### src/mrc_pkg.sv
// Shared types, constants and the CRC-16 byte update for the Modbus RTU
// response checker. No dependencies.
package mrc_pkg;

   localparam int QUEUE_DEPTH = 4;

   // configuration register indexes
   localparam logic CSR_EXPECTED_SLAVE    = 1'b0;
   localparam logic CSR_EXPECTED_FUNCTION = 1'b1;

   localparam logic [15:0] CRC_INIT = 16'hFFFF;
   localparam logic [15:0] CRC_POLY = 16'hA001;

   localparam logic [7:0] FUNC_READ_HOLDING = 8'h03;
   localparam logic [7:0] FUNC_READ_INPUT   = 8'h04;
   localparam logic [7:0] FUNC_WRITE_COIL   = 8'h05;
   localparam logic [7:0] FUNC_WRITE_REG    = 8'h06;
   localparam logic [7:0] FUNC_EXC_FLAG     = 8'h80;

   localparam logic [8:0] LEN_UNKNOWN   = 9'd0;
   localparam logic [8:0] LEN_EXCEPTION = 9'd5;
   localparam logic [8:0] LEN_READ_BASE = 9'd5;
   localparam logic [8:0] LEN_WRITE     = 9'd8;

   // status codes of a result word
   localparam logic [2:0] STATUS_BUSY      = 3'd0;
   localparam logic [2:0] STATUS_OK        = 3'd1;
   localparam logic [2:0] STATUS_EXCEPTION = 3'd2;
   localparam logic [2:0] STATUS_BAD_FUNC  = 3'd3;
   localparam logic [2:0] STATUS_CRC_FAIL  = 3'd4;
   localparam logic [2:0] STATUS_SLAVE_MIS = 3'd5;
   localparam logic [2:0] STATUS_FUNC_MIS  = 3'd6;

   // role of a byte, as decided by the front end
   localparam logic [1:0] KIND_CRC      = 2'd0;
   localparam logic [1:0] KIND_HOLD     = 2'd1;
   localparam logic [1:0] KIND_VERDICT  = 2'd2;
   localparam logic [1:0] KIND_BAD_FUNC = 2'd3;

   typedef struct packed {
      logic [7:0] data_byte;
      logic [8:0] byte_index;
      logic       restart;
      logic [1:0] kind;
   } token_type;

   function automatic logic [15:0] crc16_update(input logic [15:0] crc,
                                                input logic [7:0]  data);
      logic [15:0] c;
      c = crc ^ {8'h00, data};
      for (int i = 0; i < 8; i++) begin
         c = c[0] ? ((c >> 1) ^ CRC_POLY) : (c >> 1);
      end
      return c;
   endfunction

endpackage

### src/mrc_if.sv
// Valid/ready channel interfaces for the response checker: received bytes
// in, checked result words out. Depends on nothing.
interface mrc_req_if;
   logic       valid;
   logic       ready;
   logic [7:0] rx_byte;
   logic       restart;

   modport source (output valid, rx_byte, restart, input ready);
   modport sink   (input valid, rx_byte, restart, output ready);
endinterface

interface mrc_rsp_if;
   logic       valid;
   logic       ready;
   logic [7:0] data_byte;
   logic [8:0] byte_index;
   logic       last;
   logic [2:0] status;
   logic [7:0] exception_code;

   modport source (output valid, data_byte, byte_index, last, status, exception_code,
                   input ready);
   modport sink   (input valid, data_byte, byte_index, last, status, exception_code,
                   output ready);
endinterface

### src/mrc_front.sv
// Front end: accepts received bytes, tracks position and frame length and
// tags each byte with its role. Depends on mrc_pkg and mrc_req_if.
module mrc_front (
   input  logic              clock,
   input  logic              reset,
   mrc_req_if.sink           req_chan,
   input  logic [7:0]        expected_function,
   input  logic              queue_full,
   output logic              push,
   output mrc_pkg::token_type token
);
   import mrc_pkg::*;

   logic [8:0]  position_ff, position_in;
   logic [8:0]  length_ff, length_in;
   logic [8:0]  pos;
   logic [8:0]  len_cur;
   logic [8:0]  len_new;
   logic [9:0]  pos_plus2;
   logic [1:0]  kind;
   logic [7:0]  b;

   assign b = req_chan.rx_byte;
   assign req_chan.ready = !queue_full;
   assign push = req_chan.valid && !queue_full;

   always_comb begin
      pos     = req_chan.restart ? 9'd0 : position_ff;
      len_cur = req_chan.restart ? LEN_UNKNOWN : length_ff;
      len_new = len_cur;
      kind    = KIND_CRC;
      pos_plus2 = {1'b0, pos} + 10'd2;
      if (pos == 9'd0) begin
         kind = KIND_CRC;
      end else if (pos == 9'd1) begin
         if (b == (expected_function | FUNC_EXC_FLAG)) begin
            len_new = LEN_EXCEPTION;
         end else if (b == FUNC_READ_HOLDING || b == FUNC_READ_INPUT) begin
            len_new = LEN_UNKNOWN;
         end else if (b == FUNC_WRITE_COIL || b == FUNC_WRITE_REG) begin
            len_new = LEN_WRITE;
         end else begin
            kind = KIND_BAD_FUNC;
         end
      end else begin
         if (pos == 9'd2 && len_cur == LEN_UNKNOWN) begin
            len_new = LEN_READ_BASE + {1'b0, b};
         end
         if (pos_plus2 < {1'b0, len_new}) begin
            kind = KIND_CRC;
         end else if (pos_plus2 == {1'b0, len_new}) begin
            kind = KIND_HOLD;
         end else begin
            kind = KIND_VERDICT;
         end
      end
   end

   always_comb begin
      position_in = position_ff;
      length_in   = length_ff;
      if (push) begin
         if (kind == KIND_VERDICT || kind == KIND_BAD_FUNC) begin
            // back end halts or the frame is complete; either way start over
            position_in = 9'd0;
            length_in   = LEN_UNKNOWN;
         end else begin
            position_in = pos + 9'd1;
            length_in   = len_new;
         end
      end
   end

   always_ff @(posedge clock) begin
      if (reset) begin
         position_ff <= 9'd0;
         length_ff   <= LEN_UNKNOWN;
      end else begin
         position_ff <= position_in;
         length_ff   <= length_in;
      end
   end

   assign token.data_byte  = b;
   assign token.byte_index = pos;
   assign token.restart    = req_chan.restart;
   assign token.kind       = kind;

   a_verdict_late: assert property (@(posedge clock) disable iff (reset)
      push && kind == KIND_VERDICT |-> pos >= 9'd4)
      else $error("verdict tagged before byte 4");

   a_bad_func_pos: assert property (@(posedge clock) disable iff (reset)
      push && kind == KIND_BAD_FUNC |-> pos == 9'd1)
      else $error("bad function tagged off the function byte");

endmodule

### src/mrc_queue.sv
// Short FIFO of tagged words between front and back end.
// Depends on mrc_pkg.
module mrc_queue #(
   parameter int DEPTH = mrc_pkg::QUEUE_DEPTH
) (
   input  logic               clock,
   input  logic               reset,
   input  logic               push,
   input  mrc_pkg::token_type push_token,
   input  logic               pop,
   output mrc_pkg::token_type head,
   output logic               empty,
   output logic               full
);
   import mrc_pkg::*;

   localparam int PTR_W = (DEPTH > 1) ? $clog2(DEPTH) : 1;
   localparam int CNT_W = $clog2(DEPTH + 1);

   token_type        mem_ff [DEPTH];
   logic [PTR_W-1:0] wr_ptr_ff, wr_ptr_in;
   logic [PTR_W-1:0] rd_ptr_ff, rd_ptr_in;
   logic [CNT_W-1:0] count_ff, count_in;

   assign empty = (count_ff == '0);
   assign full  = (count_ff == CNT_W'(DEPTH));
   assign head  = mem_ff[rd_ptr_ff];

   function automatic logic [PTR_W-1:0] ptr_next(input logic [PTR_W-1:0] p);
      logic [PTR_W-1:0] r;
      r = (p == PTR_W'(DEPTH - 1)) ? '0 : p + PTR_W'(1);
      return r;
   endfunction

   always_comb begin
      wr_ptr_in = push ? ptr_next(wr_ptr_ff) : wr_ptr_ff;
      rd_ptr_in = pop ? ptr_next(rd_ptr_ff) : rd_ptr_ff;
      count_in  = count_ff;
      if (push && !pop) begin
         count_in = count_ff + CNT_W'(1);
      end else if (pop && !push) begin
         count_in = count_ff - CNT_W'(1);
      end
   end

   always_ff @(posedge clock) begin
      if (reset) begin
         wr_ptr_ff <= '0;
         rd_ptr_ff <= '0;
         count_ff  <= '0;
      end else begin
         wr_ptr_ff <= wr_ptr_in;
         rd_ptr_ff <= rd_ptr_in;
         count_ff  <= count_in;
      end
   end

   always_ff @(posedge clock) begin
      if (push) begin
         mem_ff[wr_ptr_ff] <= push_token;
      end
   end

   a_count_bound: assert property (@(posedge clock) disable iff (reset)
      count_ff <= CNT_W'(DEPTH))
      else $error("queue count past depth");

   a_no_underflow: assert property (@(posedge clock) disable iff (reset)
      pop |-> !empty)
      else $error("pop from empty queue");

endmodule

### src/mrc_back.sv
// Back end: runs the CRC, captures header bytes, forms the verdict and
// drives the registered result channel. Depends on mrc_pkg and mrc_rsp_if.
module mrc_back (
   input  logic               clock,
   input  logic               reset,
   input  mrc_pkg::token_type head,
   input  logic               empty,
   output logic               pop,
   input  logic [7:0]         expected_slave,
   input  logic [7:0]         expected_function,
   mrc_rsp_if.source          rsp_chan
);
   import mrc_pkg::*;

   logic        halted_ff, halted_in;
   logic [15:0] crc_ff, crc_in;
   logic [7:0]  held_low_ff, slave_ff, func_ff, code_ff;
   logic        rsp_valid_ff, rsp_valid_in;
   logic [7:0]  rsp_data_ff, rsp_exc_ff;
   logic [8:0]  rsp_index_ff;
   logic        rsp_last_ff;
   logic [2:0]  rsp_status_ff;

   logic        active;
   logic        can_load;
   logic        load;
   logic        reject;
   logic [2:0]  status;
   logic        last;
   logic [7:0]  exc;
   logic [15:0] crc_base;
   logic [15:0] rx_crc;

   // after a rejection, words are dropped until one carries restart
   assign active   = !(halted_ff && !head.restart);
   assign can_load = !rsp_valid_ff || rsp_chan.ready;
   assign pop      = !empty && (!active || can_load);
   assign load     = pop && active;

   assign crc_base = (head.byte_index == 9'd0) ? CRC_INIT : crc_ff;
   assign rx_crc   = {head.data_byte, held_low_ff};

   always_comb begin
      status = STATUS_BUSY;
      last   = 1'b0;
      exc    = 8'h00;
      reject = 1'b0;
      case (head.kind)
         KIND_BAD_FUNC: begin
            status = STATUS_BAD_FUNC;
            last   = 1'b1;
            reject = 1'b1;
         end
         KIND_VERDICT: begin
            last = 1'b1;
            if (crc_ff != rx_crc) begin
               status = STATUS_CRC_FAIL;
               reject = 1'b1;
            end else if (slave_ff != expected_slave) begin
               status = STATUS_SLAVE_MIS;
               reject = 1'b1;
            end else if (func_ff[7]) begin
               status = STATUS_EXCEPTION;
               exc    = code_ff;
            end else if (func_ff != expected_function) begin
               status = STATUS_FUNC_MIS;
               reject = 1'b1;
            end else begin
               status = STATUS_OK;
            end
         end
         default: begin
         end
      endcase
   end

   always_comb begin
      crc_in    = crc_ff;
      halted_in = halted_ff;
      if (pop) begin
         halted_in = (halted_ff && !head.restart) || (active && reject);
      end
      if (load && head.kind == KIND_CRC) begin
         crc_in = crc16_update(crc_base, head.data_byte);
      end
   end

   always_comb begin
      rsp_valid_in = rsp_valid_ff;
      if (load) begin
         rsp_valid_in = 1'b1;
      end else if (rsp_chan.ready) begin
         rsp_valid_in = 1'b0;
      end
   end

   always_ff @(posedge clock) begin
      if (reset) begin
         halted_ff    <= 1'b0;
         crc_ff       <= CRC_INIT;
         rsp_valid_ff <= 1'b0;
      end else begin
         halted_ff    <= halted_in;
         crc_ff       <= crc_in;
         rsp_valid_ff <= rsp_valid_in;
      end
   end

   always_ff @(posedge clock) begin
      if (load) begin
         if (head.byte_index == 9'd0) begin
            slave_ff <= head.data_byte;
         end
         if (head.byte_index == 9'd1) begin
            func_ff <= head.data_byte;
         end
         if (head.byte_index == 9'd2) begin
            code_ff <= head.data_byte;
         end
         if (head.kind == KIND_HOLD) begin
            held_low_ff <= head.data_byte;
         end
         rsp_data_ff   <= head.data_byte;
         rsp_index_ff  <= head.byte_index;
         rsp_last_ff   <= last;
         rsp_status_ff <= status;
         rsp_exc_ff    <= exc;
      end
   end

   assign rsp_chan.valid          = rsp_valid_ff;
   assign rsp_chan.data_byte      = rsp_data_ff;
   assign rsp_chan.byte_index     = rsp_index_ff;
   assign rsp_chan.last           = rsp_last_ff;
   assign rsp_chan.status         = rsp_status_ff;
   assign rsp_chan.exception_code = rsp_exc_ff;

   a_busy_not_last: assert property (@(posedge clock) disable iff (reset)
      rsp_valid_ff && !rsp_last_ff |-> rsp_status_ff == STATUS_BUSY)
      else $error("status set on a non-final word");

   a_exc_code: assert property (@(posedge clock) disable iff (reset)
      rsp_valid_ff && rsp_exc_ff != 8'h00 |-> rsp_status_ff == STATUS_EXCEPTION)
      else $error("exception code without exception status");

   a_halt_drops: assert property (@(posedge clock) disable iff (reset)
      pop && halted_ff && !head.restart |-> !load)
      else $error("word passed while halted");

endmodule

### src/modbus_rtu_response_checker_unit.sv
// Modbus RTU response checker, top level: configuration registers, front
// end, word queue and back end. Depends on mrc_pkg, mrc_if, mrc_front,
// mrc_queue and mrc_back.
// An accepted byte is written into the queue, then its result word is loaded
// into the output register. Throughput: one byte per cycle while the result
// channel takes words; the CRC-16 byte update in the back end is combinational.
// Reset (synchronous, active high) clears parse state, the queue and the
// output register; expected_slave resets to 0, expected_function to 3.
module modbus_rtu_response_checker_unit #(
   parameter int QUEUE_DEPTH = mrc_pkg::QUEUE_DEPTH
) (
   input  logic       clock,
   input  logic       reset,
   mrc_req_if.sink    req_chan,
   mrc_rsp_if.source  rsp_chan,
   input  logic       csr_we,
   input  logic       csr_index,
   input  logic [7:0] csr_wdata
);
   import mrc_pkg::*;

   logic [7:0] expected_slave_ff, expected_function_ff;
   token_type  push_token;
   token_type  head;
   logic       push, pop, empty, full;

   always_ff @(posedge clock) begin
      if (reset) begin
         expected_slave_ff    <= 8'h00;
         expected_function_ff <= FUNC_READ_HOLDING;
      end else if (csr_we) begin
         case (csr_index)
            CSR_EXPECTED_SLAVE:    expected_slave_ff    <= csr_wdata;
            CSR_EXPECTED_FUNCTION: expected_function_ff <= csr_wdata;
            default: begin
            end
         endcase
      end
   end

   mrc_front u_front (
      .clock             (clock),
      .reset             (reset),
      .req_chan          (req_chan),
      .expected_function (expected_function_ff),
      .queue_full        (full),
      .push              (push),
      .token             (push_token)
   );

   mrc_queue #(
      .DEPTH (QUEUE_DEPTH)
   ) u_queue (
      .clock      (clock),
      .reset      (reset),
      .push       (push),
      .push_token (push_token),
      .pop        (pop),
      .head       (head),
      .empty      (empty),
      .full       (full)
   );

   mrc_back u_back (
      .clock             (clock),
      .reset             (reset),
      .head              (head),
      .empty             (empty),
      .pop               (pop),
      .expected_slave    (expected_slave_ff),
      .expected_function (expected_function_ff),
      .rsp_chan          (rsp_chan)
   );

endmodule
### src/flat_wrapper.sv
// flat-port wrapper written by rule: the top's interface ports become plain ports
module modbus_rtu_response_checker_unit_flat import mrc_pkg::*;
#(
   parameter int QUEUE_DEPTH = mrc_pkg::QUEUE_DEPTH
)
  (clock, reset, csr_we, csr_index, csr_wdata, req_chan_valid, req_chan_rx_byte, req_chan_restart, req_chan_ready, rsp_chan_valid, rsp_chan_data_byte, rsp_chan_byte_index, rsp_chan_last, rsp_chan_status, rsp_chan_exception_code, rsp_chan_ready);
  mrc_req_if req_chan_i ();
  mrc_rsp_if rsp_chan_i ();
  input  logic clock;
  input  logic reset;
  input  logic csr_we;
  input  logic csr_index;
  input  logic [7:0] csr_wdata;
  input wire logic [$bits(req_chan_i.valid)-1:0] req_chan_valid;
  input wire logic [$bits(req_chan_i.rx_byte)-1:0] req_chan_rx_byte;
  input wire logic [$bits(req_chan_i.restart)-1:0] req_chan_restart;
  output wire logic [$bits(req_chan_i.ready)-1:0] req_chan_ready;
  output wire logic [$bits(rsp_chan_i.valid)-1:0] rsp_chan_valid;
  output wire logic [$bits(rsp_chan_i.data_byte)-1:0] rsp_chan_data_byte;
  output wire logic [$bits(rsp_chan_i.byte_index)-1:0] rsp_chan_byte_index;
  output wire logic [$bits(rsp_chan_i.last)-1:0] rsp_chan_last;
  output wire logic [$bits(rsp_chan_i.status)-1:0] rsp_chan_status;
  output wire logic [$bits(rsp_chan_i.exception_code)-1:0] rsp_chan_exception_code;
  input wire logic [$bits(rsp_chan_i.ready)-1:0] rsp_chan_ready;
  assign req_chan_i.valid = req_chan_valid;
  assign req_chan_i.rx_byte = req_chan_rx_byte;
  assign req_chan_i.restart = req_chan_restart;
  assign req_chan_ready = req_chan_i.ready;
  assign rsp_chan_valid = rsp_chan_i.valid;
  assign rsp_chan_data_byte = rsp_chan_i.data_byte;
  assign rsp_chan_byte_index = rsp_chan_i.byte_index;
  assign rsp_chan_last = rsp_chan_i.last;
  assign rsp_chan_status = rsp_chan_i.status;
  assign rsp_chan_exception_code = rsp_chan_i.exception_code;
  assign rsp_chan_i.ready = rsp_chan_ready;
  modbus_rtu_response_checker_unit #(.QUEUE_DEPTH(QUEUE_DEPTH)) u_core (.clock(clock), .reset(reset), .req_chan(req_chan_i), .rsp_chan(rsp_chan_i), .csr_we(csr_we), .csr_index(csr_index), .csr_wdata(csr_wdata));
endmodule
### config.mk
export PLATFORM = sky130hd
export DESIGN_NAME = modbus_rtu_response_checker_unit_flat
export DESIGN_NICKNAME = d
export VERILOG_FILES = /design/src/mrc_pkg.sv /design/src/mrc_if.sv /design/src/mrc_front.sv /design/src/mrc_queue.sv /design/src/mrc_back.sv /design/src/modbus_rtu_response_checker_unit.sv /design/src/flat_wrapper.sv
export SDC_FILE = /design/constraint.sdc
export NUM_CORES = 1
export LEC_CHECK = 0
export BUFFER_PORTS_ARGS = -buffer_cell sky130_fd_sc_hd__buf_2
export CORE_ASPECT_RATIO = 1.2
export CORE_MARGIN = 3
export CORE_UTILIZATION = 60
export DETAILED_ROUTE_END_ITERATION = 8
export PLACE_DENSITY = 0.82
export SLEW_MARGIN = 20
export SYNTH_ARGS = -nofsm -noshare
export SYNTH_HDL_FRONTEND = slang
export SYNTH_SLANG_ARGS = --single-unit
### constraint.sdc
create_clock -name clock -period 7.56 [get_ports clock]
set_input_delay 1.512 -clock clock [delete_from_list [all_inputs] [get_ports clock]]
set_output_delay 1.512 -clock clock [all_outputs]
set_load 0.01 [all_outputs]
==> results by group, run 1 <==
Setup path
  • Slowest CP cell: or4b_2
  • CP most frequent cell: a21oi_1
  • CP required: slightly below 8 ns
  • Worst-path fanout max: 24
  • Crit path launch type: input pin
  • CP arrival: 5.14 ns
  • Slowest stage delay, CP: approximately 0.6 ns
  • CP Cell Sequence: buf_2 -> nor2b_1 -> inv_1 -> ha_1 -> o21ai_0 -> nor2_1 -> a21oi_1 -> ha_1 -> a21o_1 -> a21oi_1 -> o2111ai_1 -> nand2_1 -> a22oi_1 -> nor2_1 -> or4b_2 -> a21oi_1
  • Crit. End Element: flip-flop
  • Critical path type: input pin to flip-flop

Floorplan
  • Row cnt: 48
  • Chip height: approximately 140 µm
  • Core ar.: approximately 15000 µm²
  • Initial Util: about 62%
  • Die area: around 17000 µm²
  • DIE WIDTH: ~120 µm
  • IO Pins: 54

Clock network
  • CTS root buf: clkbuf_16
  • Worst skew pair latency: 0.48 ns
  • H-tree depth: 1
  • CTS tree: yes
  • Number of buffers added for setup after CTS: 0
  • CTS hold repair buffers: 0
  • CTS clk-pin slew, worst paths: around 0.06 ns
  • Total CTS buffers: 20
  • CTS resizes: 0
  • CTS Buffer Depth: 3
  • Clock tree sinks: between 200 and 250

Power and ir drop
  • Leak: 3.635 nW
  • PwrDens: between 300 and 400 nW/µm²
  • Int Pwr: around 2.5 mW
  • Flop pwr share: approximately 42%
  • Max VDD drop: around 170 µV
  • Share of total power in the clock network: approximately a quarter
  • Psw: about 1.2 mW
  • Combinational share of power: 32.5%
  • Switch share: about a third

Logic synthesis
  • YS warnings: 0
  • EDFF count, synth: 141
  • Post-synthesis sequential area ratio: a little over 60%
  • Synth Register Bits: just over 200
  • Syn_nets: between 700 and 800
  • Avg Cell Area, Syn: about 12 µm²
  • Cell Area, Synth: about 9000 µm²
  • Top FF cell, synth: edfxtp_1
  • Syn Inst Count: 725
  • Ys async rst share: 0%
  • Cell variety after synth: 48

Detailed routing
  • WL final: about 20 mm
  • WL/cell: ~20 µm
  • DR pass1 iterations: 5
  • Detailed Route Iter0 Violations: roughly 660
  • DR vias/cell: 6.041
  • Post-DRT Antenna Nets: 0
  • Vias: around 6000
  • DRC Markers: 0

Finish
  • Layout Area Growth over Synthesis: 11.83%
  • Antenna Cells: 0
  • Final #Nets: 825
  • Layout cell share with drive strength beyond 1: 14.41%

Global route
  • Largest net degree at the start of global routing: 60
  • Initial antenna violation count: 0
  • Number of global-route vias before repair: about 6000
  • First-pass GRT wire length: between 30 and 40 mm
  • Congestion Overflow GR: 0
  • Gr usage total: 23.90%

STA
  • Setup Skew: roughly 0.012 ns
  • Setup tns final: 0 ns
  • Final Max Slew Viols: 0
  • Fin crit period: approximately 4.7 ns
  • Final hold slack: 0.4678 ns
  • Endpoints failing setup: 0
  • Final Hold Violating Endpoints: 0
  • RSZ-0062 raised after global routing: no
  • Slew of the pin with the lowest slew margin: 1.028 ns
  • Tcrit/Tclk final: a little over three fifths
  • Peak Freq: between 200 and 250 MHz
  • Slew margin rel.: 31.45%

Place
  • DPL Wire Length: 13.07 mm
  • I/O Buffers: 53
  • Gpl congestion: around 0.86

Job
  • Max_cap viols: 0

Run status
  • Run status: finished clean

Worst hold path
  • Worst hold path type: flip-flop to flip-flop
## per-stage QoR
stage	instance area [µm²]	utilization [%]	instances	setup WS [ns]	total power, mW
after floorplan	9045	-	725	2.637	2.429
after global placement	9480	64.96	955	2.569	2.715
after detailed placement	9480	64.96	955	2.395	2.767
after CTS	10110	69.26	991	2.852	3.722
after global routing	10110	69.31	991	2.476	3.876
final	10110	69.31	991	2.822	3.709
## cell type report
| cell class | instances | area (µm²) |
|---|---|---|
| Fill cell | 1038 | 4479 |
| Clock buffer | 30 | 590.6 |
| Sequential cell | 202 | 5455 |
| Multi-Input combinational cell | 479 | 3417 |
| Timing Repair Buffer | 58 | 305.3 |
| Inverter | 16 | 60.06 |
| Tap cell | 200 | 250.2 |
| Clock inverter | 6 | 36.28 |
## layout by cell type, fill, tap and decap left out, drive strengths merged, types with 24 or more instances in the layout
master    n
ha       24
clkbuf   30
nor2     44
dfxtp    61
xnor2    44
nand2    71
edfxtp  141
buf      58
a21oi    50
xor2     38
## cell families (layout without fill, tap and decap cells)
group	after synthesis	after routing	share of synthesized area [%]
simple gates	239	239	13.58
mux	23	23	5.312
fa+ha+maj	25	25	3.541
compound gates	110	110	7.179
buf+inv	44	110	1.964
flops	202	202	60.31
xor+xnor	82	82	8.106
## worst max-delay path, delay by kind of cell
| kind | cells | cell delay (ns) |
|---|---|---|
| AO/OA/AOI/OAI | 7 | 1.22 |
| adder cells (fa/ha/maj) | 2 | 0.53 |
| buffers and inverters | 2 | 0.44 |
| AND/OR/NAND/NOR | 5 | 1.43 |
## power by group through the flow
stage / sequential [mW] / combinational, mW / clock [mW]
6_report: 1.57 / 1.20 / 0.935
5_1_grt: 1.59 / 1.29 / 0.995
3_5_place_dp: 1.59 / 1.18 / 0
3_3_place_gp: 1.58 / 1.14 / 0
4_1_cts: 1.57 / 1.20 / 0.949
2_1_floorplan: 1.60 / 0.831 / 0
## state kept, by name (all words and copies together) (netlist names), 9 cells and up, named ones only
| signal | count |
|---|---|
| u_core.u_front.length_ff | 9 |
| u_core.u_back.crc_ff | 16 |
| u_core.u_front.position_ff | 9 |
| u_core.u_queue.mem_ff | 80 |
| u_core.u_back.rsp_chan.byte_index | 9 |
## layer usage
| layer | vias to the layer above | routed length [µm] | GRT usage (%) |
|---|---|---|---|
| li1 | 2749 | - | - |
| met1 | 2907 | 7702 | 30.28 |
| met2 | 278 | 10040 | 42.22 |
| met3 | 53 | 1287 | 3.433 |
| met4 | 0 | 614 | 8.333 |
| met5 | - | 0 | 0 |
## synth_stat cells, types with 3 or more instances
cell / count / area (µm²)
dfxtp_1: 61 / 1221
and3_1: 8 / 50.05
nor4b_1: 3 / 26.28
nand4_1: 10 / 62.56
and2_1: 13 / 81.33
o22ai_1: 7 / 43.79
buf_2: 4 / 20.02
xor2_1: 38 / 332.8
o21ai_0: 20 / 100.1
a211o_1: 10 / 87.58
a21oi_1: 50 / 250.2
xnor2_1: 42 / 367.9
a31oi_1: 6 / 37.54
nand4b_1: 7 / 61.31
a22oi_1: 4 / 30.03
o21a_1: 3 / 22.52
nand3_1: 20 / 100.1
a21o_1: 3 / 22.52
nor2_1: 44 / 165.2
nor2b_1: 17 / 106.4
o2111ai_1: 3 / 26.28
mux4_2: 20 / 450.4
nand2b_1: 9 / 56.30
inv_1: 15 / 56.30
nor3_1: 10 / 50.05
nand2_1: 71 / 266.5
or3_1: 8 / 50.05
ha_1: 24 / 300.3
nor4_1: 10 / 62.56
nand3b_1: 3 / 22.52
clkbuf_1: 22 / 82.58
mux2i_1: 3 / 30.03
edfxtp_1: 141 / 4234
## final timing paths
kind | cells past startpoint | slack, ns | to | startpoint
setup / recovery | 16 | 2.82 | u_core.u_front.length_ff[3] | req_chan_restart
hold / removal | 2 | 0.47 | u_core.expected_slave_ff[6] | u_core.expected_slave_ff[6]
setup reg to reg | 15 | 3.51 | u_core.u_front.length_ff[3] | u_core.u_front.position_ff[6]
hold reg to reg | 2 | 0.47 | u_core.expected_slave_ff[6] | u_core.expected_slave_ff[6]
No activity file was read; power rests on OpenSTA's default activity.
==> inputs of run 2 (changes only) <==
ABC_AREA = 1   (was unset)
clock period = 4.4 ns   (was 7.56 ns; I/O delays follow)
==> run 2 against run 1 <==
  * Clock power up 84%
  * Clock-buffer cell count down 1
  * Wire length up 8.0%
  * Worst setup slack worse by 2.1 ns
  * Largest power group unchanged
  * Cell count up 30%
  * Sequential power up 76%
  * Die area up 4.8%
  * Global-route usage up 0.97 points
  * Clock skew down 0.0054 ns
  * Final area up 5.7%
==> results by group, run 2 <==
Power and ir drop
  • Final Power: between 6 and 7 mW
  • Max VDD drop: just under 400 µV
  • Flop pwr share: just under 40%
  • Switch share: 37.37%
  • Combinational share of power: a little over a third
  • Int Pwr: around 4.4 mW
  • Leak: 4.492 nW
  • Share of total power in the clock network: about 25%
  • PwrDens: roughly 650 nW/µm²
  • Psw: approximately 2.6 mW

Floorplan
  • IO Pins: 54
  • Die area: approximately 17000 µm²
  • Initial Util: between 60% and 70%
  • Chip height: 143.8 µm
  • Core ar.: approximately 15000 µm²
  • Row cnt: between 40 and 50
  • DIE WIDTH: 120.9 µm

Logic synthesis
  • Most frequent cell after synthesis: nand2_1
  • Most area-hungry cell type in the Yosys netlist: edfxtp_1
  • Avg Cell Area, Syn: roughly 9.4 µm²
  • EDFF count, synth: 141
  • Top cells by area, synth: edfxtp_1, dfxtp_1, nand2_1, nand3_1, inv_1
  • Cell variety after synth: between 40 and 50
  • Syn Inst Count: slightly above 1000
  • Post-synthesis sequential area ratio: 57.42%
  • Ys async rst share: 0%
  • Synth top area share: between 40% and 50%
  • Top FF cell, synth: edfxtp_1
  • Synth Register Bits: 202
  • Syn_nets: ~1100
  • Synth top cells by count: nand2_1, edfxtp_1, inv_1
  • Cell Area, Synth: between 9000 and 10000 µm²
  • YS warnings: 0

Place
  • DPL Wire Length: between 10 and 15 mm
  • Gpl congestion: between 0.9 and 1
  • I/O Buffers: 53
  • # placed instances: 1255

Finish
  • Non-filler cells, final: roughly 1300
  • Layout cell share with drive strength beyond 1: about an eighth
  • Largest register FFs: 80
  • Largest Register: u_core.u_queue.mem_ff
  • Layout Area Growth over Synthesis: 12.51%
  • Final #Nets: ~1100
  • Largest regs: u_core.u_queue.mem_ff (80), u_core.u_back.crc_ff (16)
  • Commonest non-fill, non-tap cell in the layout: nand2_1
  • Antenna Cells: 0
  • Most frequent cells in the layout: nand2_1, edfxtp_1, inv_1

Clock network
  • CTS clk-pin slew, worst paths: about 0.050 ns
  • CTS resizes: 0
  • Number of buffers added for setup after CTS: 0
  • H-tree depth: 1
  • CTS Buffer Depth: 3
  • CTS root buf: clkbuf_16
  • CTS tree: yes
  • Total CTS buffers: 21
  • Clock tree sinks: 202
  • CTS hold repair buffers: 0
  • Worst skew pair latency: around 0.5 ns

Setup path
  • CP startpoint: req_chan_restart
  • Worst-path fanout max: 19
  • Crit. End Element: flip-flop
  • Reg2Reg Setup Slack: 1.04 ns
  • WP depth: 20
  • Worst path top cell family by delay: simple AND/OR/NAND/NOR gates
  • Slowest stage delay, CP: between 0.3 and 0.4 ns
  • Crit Reg-Reg Endpoint: u_core.u_queue.mem_ff[3][1]
  • Buf+Inv Stages, Crit Path: 3
  • CP arrival: between 4 and 5 ns
  • Critical path type: input pin to flip-flop
  • CP Cell Sequence: buf_2 -> inv_1 -> nand2_1 -> inv_1 -> nor2_1 -> nand3_1 -> nor3_1 -> nand2_1 -> nor3_1 -> a21oi_1 -> ha_1 -> nand4_1 -> nor3_1 -> o21ai_1 -> o211ai_1 -> nand2_1 -> nand2_1 -> nand2_2 -> o211ai_1 -> a21oi_1
  • Reg2reg start: u_core.u_front.position_ff[5]
  • CP most frequent cell: nand2_1
  • Worst Reg-to-Reg Cells: 17
  • Slowest CP cell: ha_1
  • Crit path launch type: input pin
  • Worst setup endpoint: u_core.u_front.position_ff[4]
  • CP required: 4.75 ns

STA
  • Setup Skew: roughly 0.0063 ns
  • Slew margin rel.: between 20% and 30%
  • Setup tns final: 0 ns
  • Slew of the pin with the lowest slew margin: 1.175 ns
  • Endpoints failing setup: 0
  • Tcrit/Tclk final: 83.97%
  • Final Hold Violating Endpoints: 0
  • RSZ-0062 raised after global routing: no
  • Peak Freq: around 270 MHz
  • Final Max Slew Viols: 0
  • Fin crit period: between 3 and 4 ns

Global route
  • First-pass GRT wire length: 34.21 mm
  • Largest net degree at the start of global routing: 41
  • Congestion Overflow GR: 0
  • Gr usage total: approximately a quarter
  • Initial antenna violation count: 0
  • Number of global-route vias before repair: 6936

Detailed routing
  • WL/cell: around 16 µm
  • WL final: between 20 and 25 mm
  • Detailed Route Iter0 Violations: around 660
  • Post-DRT Antenna Nets: 0
  • DR pass1 iterations: 5
  • DRC Markers: 0
  • DR vias/cell: 5.662
  • Vias: 7321

Job
  • Max_cap viols: 0

Worst hold path
  • WHS Path Cells: 2
  • Worst hold path type: flip-flop to flip-flop

Run status
  • Run status: finished clean
## run 2: changes by cell type after synthesis, moves of 20 or more
cell,before,now
inv_1,15,102
mux4_2,20,0
nand2_1,71,240
nand3_1,20,80
nor2_1,44,84
o21ai_0,20,57
xnor2_1,42,18
## run 2: cell type report
cell class,count,area [µm²]
clock buffer,29,565.5
clock inverter,9,107.6
tap,204,255.2
fill,1131,4577
sequential,202,5455
inverter,108,405.4
timing repair buffer,73,415.4
multi-input combinational,668,3485
## run 2: how the worst min path moves through the flow
stage                     slack, ns                             to                           from
final                          0.46  u_core.u_front.position_ff[6]  u_core.u_front.position_ff[6]
after global routing           0.48  u_core.u_front.position_ff[6]  u_core.u_front.position_ff[6]
after CTS                      0.47  u_core.u_front.position_ff[6]  u_core.u_front.position_ff[6]
after detailed placement       0.46  u_core.u_front.position_ff[6]  u_core.u_front.position_ff[6]
after global placement         0.45  u_core.u_front.position_ff[6]  u_core.u_front.position_ff[6]
after floorplan                0.44    u_core.expected_slave_ff[6]    u_core.expected_slave_ff[6]
## run 2: power groups by stage
stage / clock network [mW] / logic, mW / registers [mW]
after global routing: 1.83 / 2.81 / 2.79
after global placement: 0 / 2.38 / 2.78
after floorplan: 0 / 1.68 / 2.84
after detailed placement: 0 / 2.45 / 2.79
final: 1.72 / 2.48 / 2.76
after CTS: 1.75 / 2.47 / 2.76
## run 2: cell families (layout without fill, tap and decap cells)
kind of cell	Yosys count	count (layout)	share of synthesized area, %
flops	202	202	57.42
fa+ha+maj	25	25	3.372
simple gates	457	457	20.70
buf+inv	136	219	5.913
xor+xnor	41	41	3.938
compound gates	145	145	8.653
## run 2: stage by stage
step                      setup WS (ns)  hold slack (ns)  util [%]  cell area, µm²
after detailed placement         0.2755           0.4582     65.61           10020
after global routing             0.3417           0.4845     70.02           10690
final                            0.7055           0.4644     70.02           10690
after floorplan                  0.6796           0.4423         -            9500
after global placement           0.4311           0.4537     65.61           10020
after CTS                        0.7866           0.4668     70.02           10690
## run 2: metal layers
layer  wire length (µm)  up-vias  share of wire [%]  global-route usage [%]
li1                   -     3536                  -                       -
met1               8167     3404                 38                   30.30
met2              10770      298                 51                   43.88
met3               1238       83                5.8                   2.835
met4               1044        0                4.9                   12.41
met5                  0        -                  0                       0
## run 2: worst register-to-register path, cell delays in order (launching register included)
cell and delay (ns):
dfxtp_1 0.37, inv_1 0.07, nor2_1 0.47, inv_1 0.09, nand4_1 0.14, nor4_1 0.06, nand2_1 0.24, inv_1 0.11
a31oi_1 0.22, ha_1 0.27, nand2_1 0.09, nor2_1 0.05, a211oi_1 0.19, o211ai_1 0.13, nand2_1 0.08, nand2_1 0.06
nand2_2 0.31, inv_1 0.15
